==> config.mk <==
export PLATFORM = sky130hd
export DESIGN_NAME = mm_ctrl
export DESIGN_NICKNAME = d
export VERILOG_FILES = /design/src/design/mm_pkg.sv /design/src/design/mm_ctrl.sv
export SDC_FILE = /design/constraint.sdc
export NUM_CORES = 1
export LEC_CHECK = 0
export ABC_AREA = 1
export BUFFER_PORTS_ARGS = -buffer_cell sky130_fd_sc_hd__buf_4
export CAP_MARGIN = 20
export CORE_AREA = 2 2 39 41
export CTS_CLUSTER_SIZE = 28
export DETAILED_ROUTE_END_ITERATION = 10
export DIE_AREA = 0 0 41 43
export REMOVE_ABC_BUFFERS = 1
export SETUP_SLACK_MARGIN = 0.3
export SYNTH_ARGS = -nofsm -noshare
export SYNTH_HDL_FRONTEND = slang
export SYNTH_SLANG_ARGS = --single-unit
==> constraint.sdc <==
create_clock -name clk -period 1.4 [get_ports clk]
set_clock_uncertainty 0.05 [all_clocks]
set_input_delay 0.35 -clock clk [delete_from_list [all_inputs] [get_ports clk]]
set_output_delay 0.35 -clock clk [all_outputs]
set_load 0.005 [all_outputs]
==> src/design/mm_pkg.sv <==
// ----------------------------------------------------------------------------
// Matrix multiply package
// Shared widths, codes and the control/status types of the block.
// ----------------------------------------------------------------------------
package mm_pkg;

  localparam int WORD_W      = 32;
  localparam int FRAC_W      = 16;
  localparam int IDX_W       = 4;
  localparam int OP_W        = 2;
  localparam int DIM_W       = 5;
  localparam int DEF_MAX_DIM = 16;

  localparam logic [DIM_W-1:0] DIM_RESET = 5'd16;

  typedef enum logic [OP_W-1:0] {
    OP_WRITE_A = 2'd0,
    OP_WRITE_B = 2'd1,
    OP_READ    = 2'd2
  } op_t;

  typedef enum logic [1:0] {
    ST_IDLE,
    ST_ISSUE,
    ST_DRAIN,
    ST_FINISH
  } state_t;

  typedef struct packed {
    logic write_a;
    logic write_b;
    logic start;
    logic issue;
    logic load_out;
  } ctl_cmd_t;

  typedef struct packed {
    logic last_term;
    logic pipe_busy;
    logic out_free;
  } ctl_sts_t;

endpackage

==> src/design/mm_ctrl.sv <==
// ----------------------------------------------------------------------------
// Matrix multiply controller
// Decodes accepted words and sequences the multiply-accumulate walk.
// ----------------------------------------------------------------------------
module mm_ctrl (
  input  logic                    clk,
  input  logic                    rst,
  input  logic                    in_valid,
  input  logic [mm_pkg::OP_W-1:0] in_opcode,
  output logic                    in_ready,
  input  mm_pkg::ctl_sts_t        sts,
  output mm_pkg::ctl_cmd_t        cmd
);
  import mm_pkg::*;

  state_t state;
  state_t state_next;

  always_ff @(posedge clk) begin
    if (rst) begin
      state <= ST_IDLE;
    end else begin
      state <= state_next;
    end
  end

  always_comb begin
    state_next = state;
    cmd        = '0;
    in_ready   = 1'b0;
    case (state)
      ST_IDLE: begin
        in_ready = 1'b1;
        if (in_valid) begin
          case (in_opcode)
            OP_WRITE_A: cmd.write_a = 1'b1;
            OP_WRITE_B: cmd.write_b = 1'b1;
            OP_READ: begin
              cmd.start  = 1'b1;
              state_next = ST_ISSUE;
            end
            default: ;
          endcase
        end
      end
      ST_ISSUE: begin
        cmd.issue = 1'b1;
        if (sts.last_term) begin
          state_next = ST_DRAIN;
        end
      end
      ST_DRAIN: begin
        if (!sts.pipe_busy) begin
          state_next = ST_FINISH;
        end
      end
      ST_FINISH: begin
        if (sts.out_free) begin
          cmd.load_out = 1'b1;
          state_next   = ST_IDLE;
        end
      end
      default: state_next = ST_IDLE;
    endcase
  end

endmodule

Word-level counts from Yosys, hierarchy flattened
Cells that the tools add are included.
- flip-flop bits (word level): 2
- bits of input ports: 8
- output and inout port bits: 6
- equality and inequality tests: 10
- multiplexer cells: 15
- reductions and logical operators: 3
- operator list (kind ; count):
    2-to-1 mux 2 bit ; 5
    inequality test 2 bit (second input constant) ; 4
    one-hot mux 2 bit (4 select lines) ; 1
    2-to-1 mux 1 bit ; 7
    == test 2 bit (second input constant) ; 3
    2-to-1 mux 3 bit ; 2
    AND reduction 5 bit ; 1
    == test 2 x 1 -> 1 bit (second input constant) ; 2
    logical NOT 2 bit ; 2
    inequality test 2 x 1 -> 1 bit (second input constant) ; 1

Depth between registers and ports, before layout
Gate-level depths: netlist of the first run.
- depth in word-level cells: 4
- mapped depth: 8

Worst setup path after synthesis of the first run
No wires, ideal clock.
- path type: flip-flop to output port
- start: reg state[1]
- end: out cmd[3] in the netlist's numbering
- data arrival time: 0.995 ns
- slack: 0.005 ns
- cell stages (with the launch flop): 5
- cells stage by stage: dfxtp_1 > inv_1 > ha_1 > inv_1 > nor4_1
- RTL lines (item ; line ; RTL):
    start, declared ; mm_ctrl.sv:16 ; state_t state;
    start signal, assigned ; mm_ctrl.sv:23 ; state <= state_next;
    end, declared ; mm_ctrl.sv:12 ; output mm_pkg::ctl_cmd_t cmd

==> reports/qor.txt, run 1 <==
Fillers = 143
Period utilization = 1.12
Multi-input logic area = 240 µm²
Die area = 1760 µm²
RSZ-0062 raised after global routing = yes
Kind of critical path = register to output pin
Antenna Violating Nets Remaining = 0
Pleak = 0.000265 µW
Sequential fraction of the synthesis area = 0.168
GRT Util Overall = 0.0863
WP data required = 1000 ps
Port-buffer cells = 13
Final number of hold-violating endpoints = 0
Crit end category = output pin
Cell Count, Final, Fillers Out = 76
DR vias = 301
TritonCTS clock tree = done
Max FFs per register = 2
Longest Clk Path Bufs = 2
PwrDens = 1470 nW/µm²
Ys Warns = 0
Final Setup Violations = 6
Hold-fix buffers, CTS = 0
Register Area = 42.5 µm²
XOR/XNOR Fraction of Synth Area = 0
Synth Area in Adders = 0.209
Initial antenna violation count = 0
Post-synthesis cell type count = 13
# Max-Cap Violations = 0
Detail Placement HPWL = 444 µm
Compound-Gate Fraction of Synth Area = 0.0576
GRT overflow = 0
Total Nets Final = 74
Drt drc = 0
CTS Buf Count = 3
First-pass GRT wire length = 986 µm
Actual slew at the worst max-slew pin = 231 ps
CP startpoint kind = register
Worst IR drop on VDD = 0.452 mV
Count of pins over their slew limit = 0
# IOs = 14
Antenna diodes = 0
Post-route minimum period = 1570 ps
Pre-CTS setup slack = -5.85 ps
Clock root cell = clkbuf_4
Mapped cell area = 239 µm²
Synth top area share = 0.209
Crit path max fanout = 3
Clock Latency Late Sink = 220 ps
Num Clock Sinks = 2
Vias in the first global route = 274
Drt wl/cell = 8.45 µm
Die H = 43 µm
Fin worst setup slack = -166 ps
Outcome = finished with violations
DRT Pass-1 Iters = 2
Largest family of logic cells by synthesized area = simple AND/OR/NAND/NOR gates
Setup TNS = -607 ps
Placed Cells = 69
Core area = 1380 µm²
Final GP Congestion = 0.645
Layout area overhead = 126%
Placed inst area = 387 µm²
Most flops, register = state
Die width = 41 µm
Biggest regs = state: 2 flops
Clock Pin Slew Worst Setup and Hold Paths = 30 ps
Initial Util = 0.173
Largest net degree at the start of global routing = 5
Synth top area cells = ha_1, dfxtp_1, inv_1, nand2_1, nand2_2
Mux contribution to synthesized area = 0
Number of synthesized register bits = 2
Starting DRC count in detailed routing = 5
Synth area leader = ha_1
Failing checks = setup timing
Via/cell ratio = 3.96
Layout cells sized above 1 = 0.767
Post-synthesis simple-gate area fraction = 0.408
Syn avg cell area = 6.64 µm²
Arr. time, crit path = 1170 ps
Slew Limit Headroom = 0.845
Final wirelength = 642 µm
Post-synthesis cell count = 36
CTS H-tree depth = 1
# rows = 14
Final instance area = 539 µm²
Achievable Freq = 0.638 GHz
Hold crit path type = primary input to register
power by group:
group	switching, µW	leakage (µW)	internal (µW)	total [µW]
logic	263	0.000233	314	577
clock network	32.8	0.0000138	94.6	127
registers	10.3	0.0000172	79.8	90.0
total	306	0.000265	488	795
timing repair:
action	CTS	global route
endpoints found under the setup margin	8	8
resized for setup	16	10
buffers inserted	2	2
pin swaps	9	8
per-layer routing:
metal	track usage	wire length, µm
met5	0	0
met4	0.100	0
met3	0.0157	51
met2	0.134	348
met1	0.0801	242
kinds of logic (layout without fill, tap and decap cells):
group,count (synthesis),in the layout
compound gates,2,2
fa+ha+maj,4,4
buf+inv,10,34
flops,2,2
simple gates,18,18
layout make-up:
type / instances / share of cell area
multi-input combinational: 24 / 0.445
timing repair buffer: 21 / 0.327
sequential: 2 / 0.0789
inverter: 10 / 0.0696
clock buffer: 3 / 0.0418
tap: 16 / 0.0371
placed cells by master (no fill, tap or decap):
master     n
nand2_1    3
nor4_1     1
nor2_1     3
nand2_2    5
inv_2      4
a21oi_1    1
nor2_4     3
buf_4     16
clkbuf_4   3
inv_1      6
nor4_2     1
a21oi_2    1
ha_4       4
dfxtp_2    2
nand3_2    2
buf_6      5
path summary, 6_finish.rpt:
| kind | depth (start not counted) | start | slack (ps) | endpoint |
|---|---|---|---|---|
| worst max-delay path | 5 | state[0] | -170 | cmd[3] |
| worst min-delay path | 4 | rst | 310 | state[0] |
| worst max register to register | 10 | state[1] | 80 | state[1] |
| worst min register to register | 3 | state[1] | 560 | state[1] |
cell usage after synthesis, drive strengths merged:
master and instances:
nor4 2, nand3 2, ha 4, inv 10, a21oi 2, dfxtp 2
nand2 8, nor2 6
through the flow:
step / utilization / hold WS (ps) / power, µW
floorplan: - / 442 / 289
global placement: 0.279 / 516 / 438
detailed placement: 0.279 / 523 / 442
CTS: 0.354 / 296 / 701
global route: 0.390 / 337 / 878
finish: 0.390 / 308 / 795
critical path: stages (launching register included):
cell	delay (ps)
dfxtp_2	310
inv_2	70
ha_4	140
inv_2	40
nor4_2	240
buf_4	150
Note: power is estimated with default switching activity, not from simulation.
==> run 2: changes to the inputs <==
--- a/config.mk
+++ b/config.mk
@@ -5,7 +5,7 @@
 export SDC_FILE = /design/constraint.sdc
 export NUM_CORES = 1
 export LEC_CHECK = 0
-export ABC_AREA = 1
+export ABC_AREA = 0
 export BUFFER_PORTS_ARGS = -buffer_cell sky130_fd_sc_hd__buf_4
 export CAP_MARGIN = 20
 export CORE_AREA = 2 2 39 41
==> run 2 against run 1 <==
  * Global-route usage shrank 1.1 points
  * The run still ends with setup timing left
  * Routed wire length is 19% lower
  * Sequential share of layout area is 1.6 points higher
  * Combinational power is 38% lower
  * Register-to-register slack lost 190 ps
  * Critical path type unchanged
  * Non-clock buffer count is the same
  * Critical path depth unchanged
  * Total power down 27%
==> reports/qor.txt, run 2 <==
Kind of critical path = register to output pin
Cell depth of the worst flop-to-flop path = 5 (-5)
Sw Ratio = 0.315 (-0.0700)
Final Setup Violations = 8 (+2)
Seq pwr share = 0.169 (+0.056)
Sequential fraction of the synthesis area = 0.198 (+0.0300)
Total power = 582 µW (-27%)
Setup TNS = -680 ps (-73.6 ps)
Crit end category = output pin
Vias in the first global route = 253 (-7.7%)
GRT overflow = 0 (unchanged)
Ys async rst share = 0 (unchanged)
# Max-Cap Violations = 0 (unchanged)
Clock power share = 0.219 (+0.059)
Hold-fix buffers, CTS = 0 (unchanged)
DRT Pass-1 Iters = 1 (-1)
Layout area overhead = 121%
Achievable Freq = 0.659 GHz (+3.2%)
Post-synthesis cell type count = 15 (+2)
Largest net degree at the start of global routing = 5 (unchanged)
Switch Pwr = 184 µW (-40%)
# rows = 14 (unchanged)
Antenna Violating Nets Remaining = 0 (unchanged)
Number of flops mapped to enable cells by yosys = 0 (unchanged)
Pint = 398 µW (-18%)
Via/cell ratio = 3.89 (-1.8%)
Failing checks = setup timing
TritonCTS clock tree = done
Clock root cell = clkbuf_4
R2R Setup Slk = -110 ps (-190 ps)
Antenna diodes = 0 (unchanged)
Total Nets Final = 61 (-18%)
Num Clock Sinks = 2 (unchanged)
Longest Clk Path Bufs = 2 (unchanged)
Outcome = finished with violations
Ys Warns = 0 (unchanged)
Crit-path cells = inv_4 > ha_4 > nand2_4 > nor3b_2 > buf_4
Initial antenna violation count = 0 (unchanged)
Final number of hold-violating endpoints = 0 (unchanged)
CTS H-tree depth = 1 (unchanged)
Drt drc = 0 (unchanged)
Count of pins over their slew limit = 0 (unchanged)
Most flops, register = state
Final GP Congestion = 0.684 (+6.0%)
Fin worst setup slack = -117 ps (+48.8 ps)
Number of synthesized register bits = 2 (unchanged)
Final wirelength = 518 µm (-19%)
Clock Pin Slew Worst Setup and Hold Paths = 30 ps (about the same)
Worst path max stage delay = 330 ps (+20 ps)
Cell Count, Final, Fillers Out = 63 (-17%)
Synth top area cells = ha_1, dfxtp_1, nor3b_1, and2_1, nand2b_1
Crit path max fanout = 3 (unchanged)
GRT Util Overall = 0.0751 (-0.0112)
Comb pwr share = 0.613 (-0.113)
Most frequent cells in the layout = buf_4, ha_1, clkbuf_4
Post-route minimum period = 1520 ps (-48.8 ps)
Starting DRC count in detailed routing = 0 (-5)
Drt wl/cell = 8.22 µm (-2.7%)
Post-synthesis cell count = 23 (-36%)
Synth area leader = ha_1
WP data required = 1000 ps (about the same)
CTS Buf Count = 3 (unchanged)
Capture point of the worst reg-to-reg path = state[0]
Critical R2R Launch = state[0]
First-pass GRT wire length = 862 µm (-13%)
Hold crit path type = primary input to register
Count leader, synth = ha_1
Arr. time, crit path = 1120 ps (-50 ps)
Origin of the worst setup path = state[0]
Pleak = 0.000218 µW (-18%)
WL met1 = 192 µm (-21%)
Die area = 1760 µm² (unchanged)
CP max-delay cell = dfxtp_2
Biggest regs = state: 2 flops
Placed Cells = 58 (-16%)
Die H = 43 µm (unchanged)
Period utilization = 1.08 (-0.0349)
Actual slew at the worst max-slew pin = 291 ps (+60.0 ps)
Port-buffer cells = 13 (unchanged)
Top_reg_cell synth = dfxtp_1
RSZ-0062 raised after global routing = yes
Initial Util = 0.146 (-0.0262)
Synth top area share = 0.247 (+0.0375)
Top routing layer in use = met3
Mapped cell area = 203 µm² (-15%)
Slew Limit Headroom = 0.804 (-0.0404)
Crit path capture = cmd[3]
# IOs = 14 (unchanged)
Met3 wire length = 46 µm (-9.8%)
Commonest non-fill, non-tap cell in the layout = buf_4
PwrDens = 1300 nW/µm² (-12%)
Hold slack = 244 ps (-64.5 ps)
Die width = 41 µm (unchanged)
Metal2 WL = 278 µm (-20%)
Syn avg cell area = 8.81 µm² (+33%)
Clock Latency Late Sink = 220 ps (about the same)
Worst IR drop on VDD = 0.578 mV (+28%)
Max FFs per register = 2 (unchanged)
Layout cells sized above 1 = 0.723 (-0.0433)
CP startpoint kind = register
Core area = 1380 µm² (unchanged)
Pre-CTS setup slack = -189 ps (-183 ps)
DR vias = 245 (-19%)
==> run 2: changes by cell type in the layout (fill, tap and decap cells not counted), moves of 3 or more <==
cell and change:
inv_1 -6, buf_4 +5, buf_6 -5, nand2_2 -5, ha_1 +3, ha_4 -3, inv_2 -3, nand2_1 -3
nor2_1 -3, nor2_4 -3
==> run 2: routing by layer <==
metal	global-route usage	vias to the layer above
met5	0	-
met4	0.0600	0
met3	0.0314	0
met2	0.122	7
met1	0.0669	109
li1	-	129
==> run 2: worst min-delay path by stage <==
stage | from | endpoint | slack, ps | cells past startpoint
2_1_floorplan | rst | state[0] | 370 | 1
3_3_place_gp | rst | state[0] | 500 | 2
3_5_place_dp | rst | state[0] | 490 | 2
4_1_cts | rst | state[0] | 230 | 2
5_1_grt | rst | state[0] | 240 | 2
6_report | rst | state[0] | 240 | 2
==> run 2: cells by family after synthesis <==
family	count (synthesis)	share of synthesized area
adders and majority gates	4	0.247
AOI/OAI and AO/OA	2	0.0926
and+or+nand+nor	12	0.377
DFF	2	0.198
buffers and inverters	2	0.0371
muxes	1	0.0494
==> run 2: through the flow <==
| step | util | instance area, µm² |
|---|---|---|
| 6_report | 0.324 | 448 |
| 5_1_grt | 0.324 | 448 |
| 4_1_cts | 0.313 | 433 |
| 3_5_place_dp | 0.264 | 365 |
| 3_3_place_gp | 0.264 | 365 |
| 2_1_floorplan | - | 203 |
==> run 2: cell type report <==
class,instances,area [µm²]
tap,16,20.0
fill,153,936
timing repair buffer,21,158
clock buffer,3,22.5
sequential,2,42.5
inverter,2,10.0
multi-input combinational,19,195
==> run 2: timing repair <==
item | 4_1_cts | 5_1_grt
pin swaps | 4 | 1
gates resized for setup | 11 | 2
setup endpoints to repair | 8 | 8
buffers inserted | 1 | 1
==> run 2: worst max-delay path: cells and delay by family (launching register included) <==
family,cells,cell delay (ps)
flip-flops,1,330
buffers and inverters,2,200
AND/OR/NAND/NOR,2,210
adder cells (fa/ha/maj),1,150
==> run 2: power groups by stage <==
| stage | Clock [µW] | Sequential, µW | Combinational [µW] |
|---|---|---|---|
| finish | 127 | 98.1 | 356 |
| CTS | 139 | 95.5 | 344 |
| detailed placement | 0 | 89.9 | 268 |
| global route | 150 | 100 | 398 |
| global placement | 0 | 88.1 | 270 |
| floorplan | 0 | 85.9 | 123 |
